## config.mk

```make
export PLATFORM = sky130hd
export DESIGN_NAME = peer_presence_table
export DESIGN_NICKNAME = d
export VERILOG_FILES = /design/src/rtl/ppt_pkg.sv /design/src/rtl/ppt_ctrl.sv /design/src/rtl/ppt_dpath.sv /design/src/rtl/peer_presence_table.sv
export SDC_FILE = /design/constraint.sdc
export NUM_CORES = 2
export LEC_CHECK = 0
export ABC_AREA = 1
export ABC_CLOCK_PERIOD_IN_PS = 8700
export BUFFER_PORTS_ARGS = -buffer_cell sky130_fd_sc_hd__buf_2
export CAP_MARGIN = 20
export CELL_PAD_IN_SITES_DETAIL_PLACEMENT = 0
export CELL_PAD_IN_SITES_GLOBAL_PLACEMENT = 2
export CORE_ASPECT_RATIO = 1.25
export CORE_MARGIN = 8
export CORE_UTILIZATION = 30
export DETAILED_ROUTE_END_ITERATION = 10
export GPL_ROUTABILITY_DRIVEN = 0
export MAX_ROUTING_LAYER = met4
export PLACE_DENSITY_LB_ADDON = 0.1
export SETUP_SLACK_MARGIN = 0.3
export SLEW_MARGIN = 25
export SYNTH_ARGS = -nofsm -noshare
export SYNTH_HDL_FRONTEND = slang
export SYNTH_SLANG_ARGS = --single-unit
```

## constraint.sdc

```tcl
create_clock -name clk -period 8.7 [get_ports clk]
set_input_delay 2.175 -clock clk [delete_from_list [all_inputs] [get_ports clk]]
set_output_delay 2.175 -clock clk [all_outputs]
set_load 0.005 [all_outputs]
```

## src/rtl/ppt_pkg.sv

```systemverilog
// Shared types and constants for the peer presence table.
// Used by ppt_ctrl, ppt_dpath and peer_presence_table; depends on nothing.
package ppt_pkg;

    localparam int KEY_W      = 64;
    localparam int STR_W      = 16;
    localparam int TIME_W     = 32;
    localparam int SLOT_W     = 4;
    localparam int OP_W       = 2;
    localparam int STATUS_W   = 3;
    localparam int AGE_S_W    = 23;
    localparam int CFG_IDX_W  = 4;
    localparam int CFG_DATA_W = 64;

    localparam logic [OP_W-1:0] OP_NOTE  = 2'd0;
    localparam logic [OP_W-1:0] OP_TOUCH = 2'd1;
    localparam logic [OP_W-1:0] OP_READ  = 2'd2;

    localparam logic [STATUS_W-1:0] ST_UPDATED = 3'd0;
    localparam logic [STATUS_W-1:0] ST_NEW     = 3'd1;
    localparam logic [STATUS_W-1:0] ST_EVICTED = 3'd2;
    localparam logic [STATUS_W-1:0] ST_IGNORED = 3'd3;
    localparam logic [STATUS_W-1:0] ST_REPORT  = 3'd4;

    localparam logic [CFG_IDX_W-1:0] CFG_SELF_KEY = 4'd0;
    localparam logic [CFG_IDX_W-1:0] CFG_WINDOW   = 4'd1;

    localparam logic [TIME_W-1:0] WINDOW_RESET = 32'd60000;
    localparam logic [STR_W-1:0]  SELF_STRENGTH = 16'h8000;

    // age/1000 = ((age >> 3) * RECIP_125) >> 36, exact for any 32-bit age
    localparam int          AGE_SHIFT = 36;
    localparam logic [29:0] RECIP_125 = 30'd549755814;

    typedef enum logic [1:0] {
        KIND_NOTE,
        KIND_TOUCH,
        KIND_READ,
        KIND_IGNORE
    } item_kind_t;

    typedef struct packed {
        logic load;
        logic scan_start;
        logic touch;
        logic write;
        logic age;
        logic mul;
        logic out_load;
    } ppt_cmd_t;

    typedef struct packed {
        item_kind_t kind;
        logic       scan_done;
        logic       out_free;
    } ppt_stat_t;

endpackage

```

## src/rtl/ppt_ctrl.sv

```systemverilog
// Sequencer for the peer presence table: input handshake and per-item steps.
// Depends on ppt_pkg; drives the command struct of ppt_dpath.
module ppt_ctrl (
    input  logic              clk,
    input  logic              rst_n,
    input  logic              in_valid,
    output logic              in_ready,
    input  ppt_pkg::ppt_stat_t stat,
    output ppt_pkg::ppt_cmd_t  cmd
);
    import ppt_pkg::*;

    typedef enum logic [2:0] {
        S_IDLE,
        S_DECODE,
        S_SCAN,
        S_WRITE,
        S_RD_WAIT,
        S_AGE,
        S_MUL,
        S_DONE
    } state_t;

    state_t state_reg, state_next;

    always_comb
    begin
        state_next = state_reg;
        cmd        = '0;
        in_ready   = 1'b0;
        unique case (state_reg)
            S_IDLE:
            begin
                in_ready = 1'b1;
                if (in_valid)
                begin
                    cmd.load   = 1'b1;
                    state_next = S_DECODE;
                end
            end
            S_DECODE:
            begin
                unique case (stat.kind)
                    KIND_NOTE:
                    begin
                        cmd.scan_start = 1'b1;
                        state_next     = S_SCAN;
                    end
                    KIND_TOUCH:
                    begin
                        cmd.touch  = 1'b1;
                        state_next = S_RD_WAIT;
                    end
                    KIND_READ:   state_next = S_RD_WAIT;
                    KIND_IGNORE: state_next = S_DONE;
                    default:     state_next = S_DONE;
                endcase
            end
            S_SCAN:
            begin
                if (stat.scan_done)
                    state_next = S_WRITE;
            end
            S_WRITE:
            begin
                cmd.write  = 1'b1;
                state_next = S_RD_WAIT;
            end
            S_RD_WAIT: state_next = S_AGE;
            S_AGE:
            begin
                cmd.age    = 1'b1;
                state_next = S_MUL;
            end
            S_MUL:
            begin
                cmd.mul    = 1'b1;
                state_next = S_DONE;
            end
            S_DONE:
            begin
                if (stat.out_free)
                begin
                    cmd.out_load = 1'b1;
                    state_next   = S_IDLE;
                end
            end
            default: state_next = S_IDLE;
        endcase
    end

    always_ff @(posedge clk or negedge rst_n)
    begin
        if (!rst_n)
            state_reg <= S_IDLE;
        else
            state_reg <= state_next;
    end

endmodule

```

## src/rtl/ppt_dpath.sv

```systemverilog
// Datapath of the peer presence table: slot memory, used bits, scan trackers,
// age arithmetic, config registers and the output register. Depends on ppt_pkg.
module ppt_dpath #(
    parameter int TABLE_SLOTS = 16
) (
    input  logic                                  clk,
    input  logic                                  rst_n,
    input  ppt_pkg::ppt_cmd_t                      cmd,
    output ppt_pkg::ppt_stat_t                     stat,
    input  logic [ppt_pkg::OP_W-1:0]               operation,
    input  logic [ppt_pkg::KEY_W-1:0]              peer_key,
    input  logic signed [ppt_pkg::STR_W-1:0]       signal_strength,
    input  logic [ppt_pkg::TIME_W-1:0]             now_ms,
    input  logic [ppt_pkg::SLOT_W-1:0]             slot_index,
    input  logic                                  cfg_write,
    input  logic [ppt_pkg::CFG_IDX_W-1:0]          cfg_index,
    input  logic [ppt_pkg::CFG_DATA_W-1:0]         cfg_data,
    output logic                                  out_valid,
    input  logic                                  out_ready,
    output logic [ppt_pkg::STATUS_W-1:0]           status,
    output logic [ppt_pkg::SLOT_W-1:0]             slot,
    output logic                                  entry_used,
    output logic                                  entry_is_self,
    output logic [ppt_pkg::KEY_W-1:0]              entry_key,
    output logic signed [ppt_pkg::STR_W-1:0]       entry_strength,
    output logic [ppt_pkg::AGE_S_W-1:0]            age_seconds,
    output logic                                  online
);
    import ppt_pkg::*;

    localparam int IDXW = $clog2(TABLE_SLOTS);
    localparam logic [IDXW-1:0] LAST_IDX = IDXW'(TABLE_SLOTS - 1);
    localparam int PROD_W = 59;

    // configuration
    logic [KEY_W-1:0]  self_key_reg;
    logic [TIME_W-1:0] window_reg;

    // table state; slot 0 timing/strength live in flops, its key is self_key
    logic [TABLE_SLOTS-1:0] used_reg;
    logic [STR_W-1:0]       self_str_reg;
    logic [TIME_W-1:0]      self_seen_reg;
    logic [KEY_W-1:0]       mem_key  [TABLE_SLOTS];
    logic [STR_W-1:0]       mem_str  [TABLE_SLOTS];
    logic [TIME_W-1:0]      mem_seen [TABLE_SLOTS];
    logic [KEY_W-1:0]       rd_key_q;
    logic [STR_W-1:0]       rd_str_q;
    logic [TIME_W-1:0]      rd_seen_q;
    logic [IDXW-1:0]        rd_addr;

    // latched item
    item_kind_t        kind_reg;
    logic [KEY_W-1:0]  key_reg;
    logic [STR_W-1:0]  str_reg;
    logic [TIME_W-1:0] now_reg;

    // report target
    logic [IDXW-1:0]     rpt_addr_reg;
    logic [SLOT_W-1:0]   rpt_slot_reg;
    logic                rpt_in_range_reg;
    logic [STATUS_W-1:0] rpt_status_reg;

    // scan
    logic            scan_active_reg;
    logic [IDXW-1:0] scan_addr_reg;
    logic            eval_valid_reg;
    logic [IDXW-1:0] eval_idx_reg;
    logic            match_found_reg, free_found_reg;
    logic [IDXW-1:0] match_idx_reg, free_idx_reg, oldest_idx_reg;
    logic [TIME_W-1:0] oldest_age_reg;

    // report arithmetic
    logic              res_used_reg, res_self_reg;
    logic [KEY_W-1:0]  res_key_reg;
    logic [STR_W-1:0]  res_str_reg;
    logic [TIME_W-1:0] age_reg;
    logic [PROD_W-1:0] prod_reg;
    logic              online_reg;

    logic out_valid_reg;

    item_kind_t        kind_in;
    logic              eval_self, used_j, eval_free;
    logic [KEY_W-1:0]  key_j;
    logic [TIME_W-1:0] age_j;
    logic [IDXW-1:0]   hit_idx;
    logic [STATUS_W-1:0] hit_status;
    logic              rpt_self;
    logic [TIME_W-1:0] seen_sel;

    always_comb
    begin
        case (operation)
            OP_NOTE:  kind_in = (peer_key == '0) ? KIND_IGNORE : KIND_NOTE;
            OP_TOUCH: kind_in = KIND_TOUCH;
            OP_READ:  kind_in = KIND_READ;
            default:  kind_in = KIND_IGNORE;
        endcase
    end

    assign rd_addr   = scan_active_reg ? scan_addr_reg : rpt_addr_reg;
    assign eval_self = (eval_idx_reg == '0);
    assign used_j    = used_reg[eval_idx_reg];
    assign key_j     = eval_self ? self_key_reg : rd_key_q;
    assign age_j     = now_reg - rd_seen_q;
    assign eval_free = !eval_self && !used_j;

    always_comb
    begin
        if (match_found_reg)
        begin
            hit_idx    = match_idx_reg;
            hit_status = ST_UPDATED;
        end
        else if (free_found_reg)
        begin
            hit_idx    = free_idx_reg;
            hit_status = ST_NEW;
        end
        else
        begin
            hit_idx    = oldest_idx_reg;
            hit_status = ST_EVICTED;
        end
    end

    assign rpt_self = rpt_in_range_reg && (rpt_addr_reg == '0);
    assign seen_sel = rpt_self ? self_seen_reg : rd_seen_q;

    assign stat.kind      = kind_reg;
    assign stat.scan_done = eval_valid_reg && (eval_idx_reg == LAST_IDX);
    assign stat.out_free  = !out_valid_reg || out_ready;

    // slot memory: one write, one registered read per cycle
    always_ff @(posedge clk)
    begin
        if (cmd.write && (hit_idx != '0))
        begin
            mem_key[hit_idx]  <= key_reg;
            mem_str[hit_idx]  <= str_reg;
            mem_seen[hit_idx] <= now_reg;
        end
        rd_key_q  <= mem_key[rd_addr];
        rd_str_q  <= mem_str[rd_addr];
        rd_seen_q <= mem_seen[rd_addr];
    end

    // control and reset-valued state
    always_ff @(posedge clk or negedge rst_n)
    begin
        if (!rst_n)
        begin
            self_key_reg    <= '0;
            window_reg      <= WINDOW_RESET;
            used_reg        <= TABLE_SLOTS'(1);
            self_str_reg    <= SELF_STRENGTH;
            self_seen_reg   <= '0;
            kind_reg        <= KIND_IGNORE;
            scan_active_reg <= 1'b0;
            scan_addr_reg   <= '0;
            eval_valid_reg  <= 1'b0;
            eval_idx_reg    <= '0;
            out_valid_reg   <= 1'b0;
        end
        else
        begin
            if (cfg_write)
            begin
                case (cfg_index)
                    CFG_SELF_KEY: self_key_reg <= cfg_data;
                    CFG_WINDOW:   window_reg   <= cfg_data[TIME_W-1:0];
                    default:      ;
                endcase
            end
            if (cmd.load)
                kind_reg <= kind_in;
            if (cmd.touch)
                self_seen_reg <= now_reg;
            if (cmd.write)
            begin
                used_reg[hit_idx] <= 1'b1;
                if (hit_idx == '0)
                begin
                    self_str_reg  <= str_reg;
                    self_seen_reg <= now_reg;
                end
            end

            eval_valid_reg <= scan_active_reg;
            eval_idx_reg   <= scan_addr_reg;
            if (cmd.scan_start)
            begin
                scan_active_reg <= 1'b1;
                scan_addr_reg   <= '0;
            end
            else if (scan_active_reg)
            begin
                if (scan_addr_reg == LAST_IDX)
                    scan_active_reg <= 1'b0;
                else
                    scan_addr_reg <= scan_addr_reg + 1'b1;
            end

            if (cmd.out_load)
                out_valid_reg <= 1'b1;
            else if (out_ready)
                out_valid_reg <= 1'b0;
        end
    end

    // payload registers
    always_ff @(posedge clk)
    begin
        if (cmd.load)
        begin
            key_reg          <= peer_key;
            str_reg          <= signal_strength;
            now_reg          <= now_ms;
            rpt_status_reg   <= (kind_in == KIND_IGNORE) ? ST_IGNORED : ST_REPORT;
            // only a read can name a slot past the table; touch always hits slot 0
            rpt_in_range_reg <= (kind_in != KIND_READ) ||
                                ({28'b0, slot_index} < 32'(TABLE_SLOTS));
            if (kind_in == KIND_READ)
            begin
                rpt_addr_reg <= IDXW'(slot_index);
                rpt_slot_reg <= slot_index;
            end
            else
            begin
                rpt_addr_reg <= '0;
                rpt_slot_reg <= '0;
            end
        end

        if (cmd.scan_start)
        begin
            match_found_reg <= 1'b0;
            free_found_reg  <= 1'b0;
            oldest_age_reg  <= '0;
            oldest_idx_reg  <= IDXW'(1);
        end
        else if (eval_valid_reg)
        begin
            // lowest matching used slot, lowest free slot, oldest (ties: highest)
            if (used_j && (key_j == key_reg) && !match_found_reg)
            begin
                match_found_reg <= 1'b1;
                match_idx_reg   <= eval_idx_reg;
            end
            if (eval_free && !free_found_reg)
            begin
                free_found_reg <= 1'b1;
                free_idx_reg   <= eval_idx_reg;
            end
            if (!eval_self && (age_j >= oldest_age_reg))
            begin
                oldest_age_reg <= age_j;
                oldest_idx_reg <= eval_idx_reg;
            end
        end

        if (cmd.write)
        begin
            rpt_addr_reg     <= hit_idx;
            rpt_slot_reg     <= SLOT_W'(hit_idx);
            rpt_in_range_reg <= 1'b1;
            rpt_status_reg   <= hit_status;
        end

        if (cmd.age)
        begin
            res_self_reg <= rpt_self;
            res_used_reg <= rpt_in_range_reg ? used_reg[rpt_addr_reg] : 1'b0;
            res_key_reg  <= rpt_self ? self_key_reg : rd_key_q;
            res_str_reg  <= rpt_self ? self_str_reg : rd_str_q;
            age_reg      <= now_reg - seen_sel;
        end

        if (cmd.mul)
        begin
            prod_reg   <= {30'b0, age_reg[TIME_W-1:3]} * {29'b0, RECIP_125};
            online_reg <= (age_reg < window_reg);
        end

        if (cmd.out_load)
        begin
            status         <= rpt_status_reg;
            slot           <= '0;
            entry_used     <= 1'b0;
            entry_is_self  <= 1'b0;
            entry_key      <= '0;
            entry_strength <= '0;
            age_seconds    <= '0;
            online         <= 1'b0;
            if (kind_reg != KIND_IGNORE)
            begin
                slot          <= rpt_slot_reg;
                entry_is_self <= res_self_reg;
                if (res_used_reg)
                begin
                    entry_used     <= 1'b1;
                    entry_key      <= res_key_reg;
                    entry_strength <= res_str_reg;
                    age_seconds    <= prod_reg[AGE_SHIFT+AGE_S_W-1:AGE_SHIFT];
                    online         <= online_reg;
                end
            end
        end
    end

    assign out_valid = out_valid_reg;

endmodule

```

## src/rtl/peer_presence_table.sv

```systemverilog
// Peer presence table: note-seen scans every slot before its result; read and touch
// skip the scan, and ignored items go straight to the output register.
// One item at a time; the next is taken once the result sits in the output
// register. The scan rate is one slot per cycle, set by the single read port.
// Reset clears used bits at once (slot 0 used); no clearing pass is needed.
module peer_presence_table #(
    parameter int TABLE_SLOTS = 16
) (
    input  logic                                  clk,
    input  logic                                  rst_n,
    input  logic                                  in_valid,
    output logic                                  in_ready,
    input  logic [ppt_pkg::OP_W-1:0]               operation,
    input  logic [ppt_pkg::KEY_W-1:0]              peer_key,
    input  logic signed [ppt_pkg::STR_W-1:0]       signal_strength,
    input  logic [ppt_pkg::TIME_W-1:0]             now_ms,
    input  logic [ppt_pkg::SLOT_W-1:0]             slot_index,
    output logic                                  out_valid,
    input  logic                                  out_ready,
    output logic [ppt_pkg::STATUS_W-1:0]           status,
    output logic [ppt_pkg::SLOT_W-1:0]             slot,
    output logic                                  entry_used,
    output logic                                  entry_is_self,
    output logic [ppt_pkg::KEY_W-1:0]              entry_key,
    output logic signed [ppt_pkg::STR_W-1:0]       entry_strength,
    output logic [ppt_pkg::AGE_S_W-1:0]            age_seconds,
    output logic                                  online,
    input  logic                                  cfg_valid,
    output logic                                  cfg_ready,
    input  logic [ppt_pkg::CFG_IDX_W-1:0]          cfg_index,
    input  logic [ppt_pkg::CFG_DATA_W-1:0]         cfg_data
);
    import ppt_pkg::*;

    ppt_cmd_t  cmd;
    ppt_stat_t stat;

    assign cfg_ready = 1'b1;

    ppt_ctrl u_ctrl (
        .clk      (clk),
        .rst_n    (rst_n),
        .in_valid (in_valid),
        .in_ready (in_ready),
        .stat     (stat),
        .cmd      (cmd)
    );

    ppt_dpath #(
        .TABLE_SLOTS (TABLE_SLOTS)
    ) u_dpath (
        .clk             (clk),
        .rst_n           (rst_n),
        .cmd             (cmd),
        .stat            (stat),
        .operation       (operation),
        .peer_key        (peer_key),
        .signal_strength (signal_strength),
        .now_ms          (now_ms),
        .slot_index      (slot_index),
        .cfg_write       (cfg_valid),
        .cfg_index       (cfg_index),
        .cfg_data        (cfg_data),
        .out_valid       (out_valid),
        .out_ready       (out_ready),
        .status          (status),
        .slot            (slot),
        .entry_used      (entry_used),
        .entry_is_self   (entry_is_self),
        .entry_key       (entry_key),
        .entry_strength  (entry_strength),
        .age_seconds     (age_seconds),
        .online          (online)
    );

endmodule

```

==> impl_results.md <==
- Max FO, Critical Path: 12
- Largest net degree at the start of global routing: 219
- Avg Vias per Cell: 4.76
- Hold-fix buffers at CTS: 0
- Status: finished, final reports clean
- CP endpoint: u_dpath.prod_reg[40]
- Drc violations: 0
- CP endpoint kind: flop
- Mapped Area: 119000 um2
- DRT Wirelength: 423000 um
- Yosys cell types: 46
- PostCTS Resize Cnt: 0
- Number of setup buffers added after CTS: 0
- Slew @ Worst Pin: 1.14 ns
- Req. time, crit path: 9.35 ns
- Most frequent cells in the layout: edfxtp_1, inv_1, nand2_1, a21oi_1, nand3_1
- TritonRoute pass-1 iters: 7
- CTS buffer count: 286
- Routed WL per cell: 25.0 um
- FP Rows: 259
- Reg with most FFs: u_dpath.mem_key
- Setup Skew: 0.0473 ns
- Critical path class: flop to flop
- Worst Hold Depth: 0
- RSZ-0062 raised after global routing: false
- Setup TNS: 0 ns
- Clock period minus worst slack: 6.75 ns
- H-tree depth: 5
- Reg2reg start: u_dpath.age_reg[11]
- Crit path DAT: 7.40 ns
- Final Hold Vio Count: 0
- Via Count: 80500
- Clk slew on worst S/H paths: 0.06 ns
- Total Nets Final: 12400
- First-pass GRT wire length: 599000 um
- Clk_lat worst skew: 0.92 ns
- Worst hold path type: flop to flop
- Core ar.: 397000 um2
- Clock Path Buffers: 4
- CP Launch Type: flop
- Drt first-iter violations: 6068
- Vias in the first global route: 80200
- Final ANT Viol Nets: 0
- Slew headroom: 23.8%
- R2R setup slack: 1.95 ns
- Core Util, Final: 34.4%
- Gr usage total: 20.1%
- Clk root buf: clkbuf_16
- Layout area overhead: 14.5%
- Final Cycle Share: 77.6%
- Initial core utilization: 30.1%
- Hpwl dp: 263000 um
- Post-synth top flop: edfxtp_1
- Min Hold Slack: 0.426 ns
- Setup crit start: u_dpath.age_reg[11]
- Register area share after synthesis: 60.8%
- Die width: 580 um
- Post-synth EDFFs: 2170
- Final-layout fill cell count: 40000
- Initial antenna violation count: 25
- MaxCap Viol Count: 0
- Final WS setup: 1.95 ns
- Pre-CTS setup slack: 1.84 ns
- Clock sink total: 2496
- # port buffers: 305
- Die height: 721 um
- Most common cell after layout, fill and taps aside: edfxtp_1
- CTS tree: built
- IO Count: 307
- Storage cell area: 72600 um2
- Top cell type's share of synthesized area: 54.6%
- Die ar.: 418000 um2
- Fmax: 148 MHz
- Ys Warns: 0
- Ratio of cells with drive above 1 in the final layout: 7.87%
- Endpoints failing setup: 0
- Worst reg-to-reg path cell count: 22
- Multi-input gate area: 37600 um2
- Dominant cell type by area after synthesis: edfxtp_1
- Grt ovf: 0
- Max Slew Vio Count: 0
- Cell count after synthesis: 11100
- Max reg flops: 1024
- #FFs+latches synth: 2496
- Mean area per synthesized cell: 10.7 um2
- Largest regs: u_dpath.mem_key: 1024 flops, u_dpath.mem_seen: 512 flops, u_dpath.mem_str: 256 flops
- Async set-reset flop share out of synthesis: 7.05%
- Synth top area cells: edfxtp_1, inv_1, nand2_1, ha_1, fa_1
- Worst reg2reg path endpoint: u_dpath.prod_reg[40]
[worst max-delay path, stage by stage (launching register included)]
cell and delay, ns:
edfxtp_1 0.84, ha_1 0.41, fa_1 0.40, fa_1 0.49, inv_1 0.06, fa_1 0.48
inv_1 0.05, fa_1 0.50, inv_1 0.05, fa_1 0.54, inv_1 0.06, fa_1 0.49
inv_1 0.05, fa_1 0.48, inv_1 0.05, ha_1 0.30, nand2_1 0.16, nor3_1 0.58
nand2_1 0.12, nand2_1 0.12, nand3_1 0.09, nand3_1 0.09, nand2_1 0.06
[layer usage]
layer  wire length [um]  global-route usage (%)  vias to the layer above
met5                  0                       -                        -
met4              11800                    5.06                        0
met3              15700                    2.07                      463
met2             201000                    33.0                     1692
met1             195000                    26.9                    40200
li1                   -                       -                    38100
[cells by family after synthesis]
group / after synthesis / synth area share [%]
AOI/OAI and AO/OA: 2201 / 10.3
other: 2 / 0.00629
adders and majority gates: 760 / 9.65
xor gates and xnor gates: 50 / 0.367
and+or+nand+nor: 3054 / 10.7
DFF: 2496 / 60.8
muxes: 2 / 0.0189
buffers and inverters: 2544 / 8.17
[Yosys cell counts (all sizes together) (150+ instances only)]
library cell     n
a21oi          854
buf            187
clkbuf         295
dfrtp          165
dfxtp          150
edfxtp        2170
fa             267
ha             493
inv           2062
nand2         1722
nand3          726
nor2           487
o211ai         310
o21ai          895
[stage by stage]
stage	cells	area [um2]
global placement	16400	127000
floorplan	11200	120000
detailed placement	16400	127000
finish	16900	137000
CTS	16900	137000
global route	16900	137000
[worst min-delay path by stage]
stage | start | endpoint | slack [ns]
after floorplan | u_dpath.scan_active_reg | u_dpath.eval_valid_reg | 0.35
after global placement | u_dpath.scan_addr_reg[1] | u_dpath.eval_idx_reg[1] | 0.42
after detailed placement | u_dpath.scan_addr_reg[1] | u_dpath.eval_idx_reg[1] | 0.42
after CTS | u_dpath.scan_addr_reg[1] | u_dpath.eval_idx_reg[1] | 0.43
after global routing | u_dpath.rpt_status_reg[0] | u_dpath.status[0] | 0.45
final | u_dpath.rpt_status_reg[0] | u_dpath.status[0] | 0.43
[area by class of cell]
cell class,count,area share [%]
sequential,2496,53.1
clock inverter,127,0.854
multi-input combinational,6180,27.5
timing repair buffer,435,2.09
tap,5220,4.78
inverter,2062,5.68
antenna,8,0.0147
clock buffer,394,5.94
Power is not shown: default switching activity piles up to over one toggle a cycle in this logic, so the estimate is an artifact.
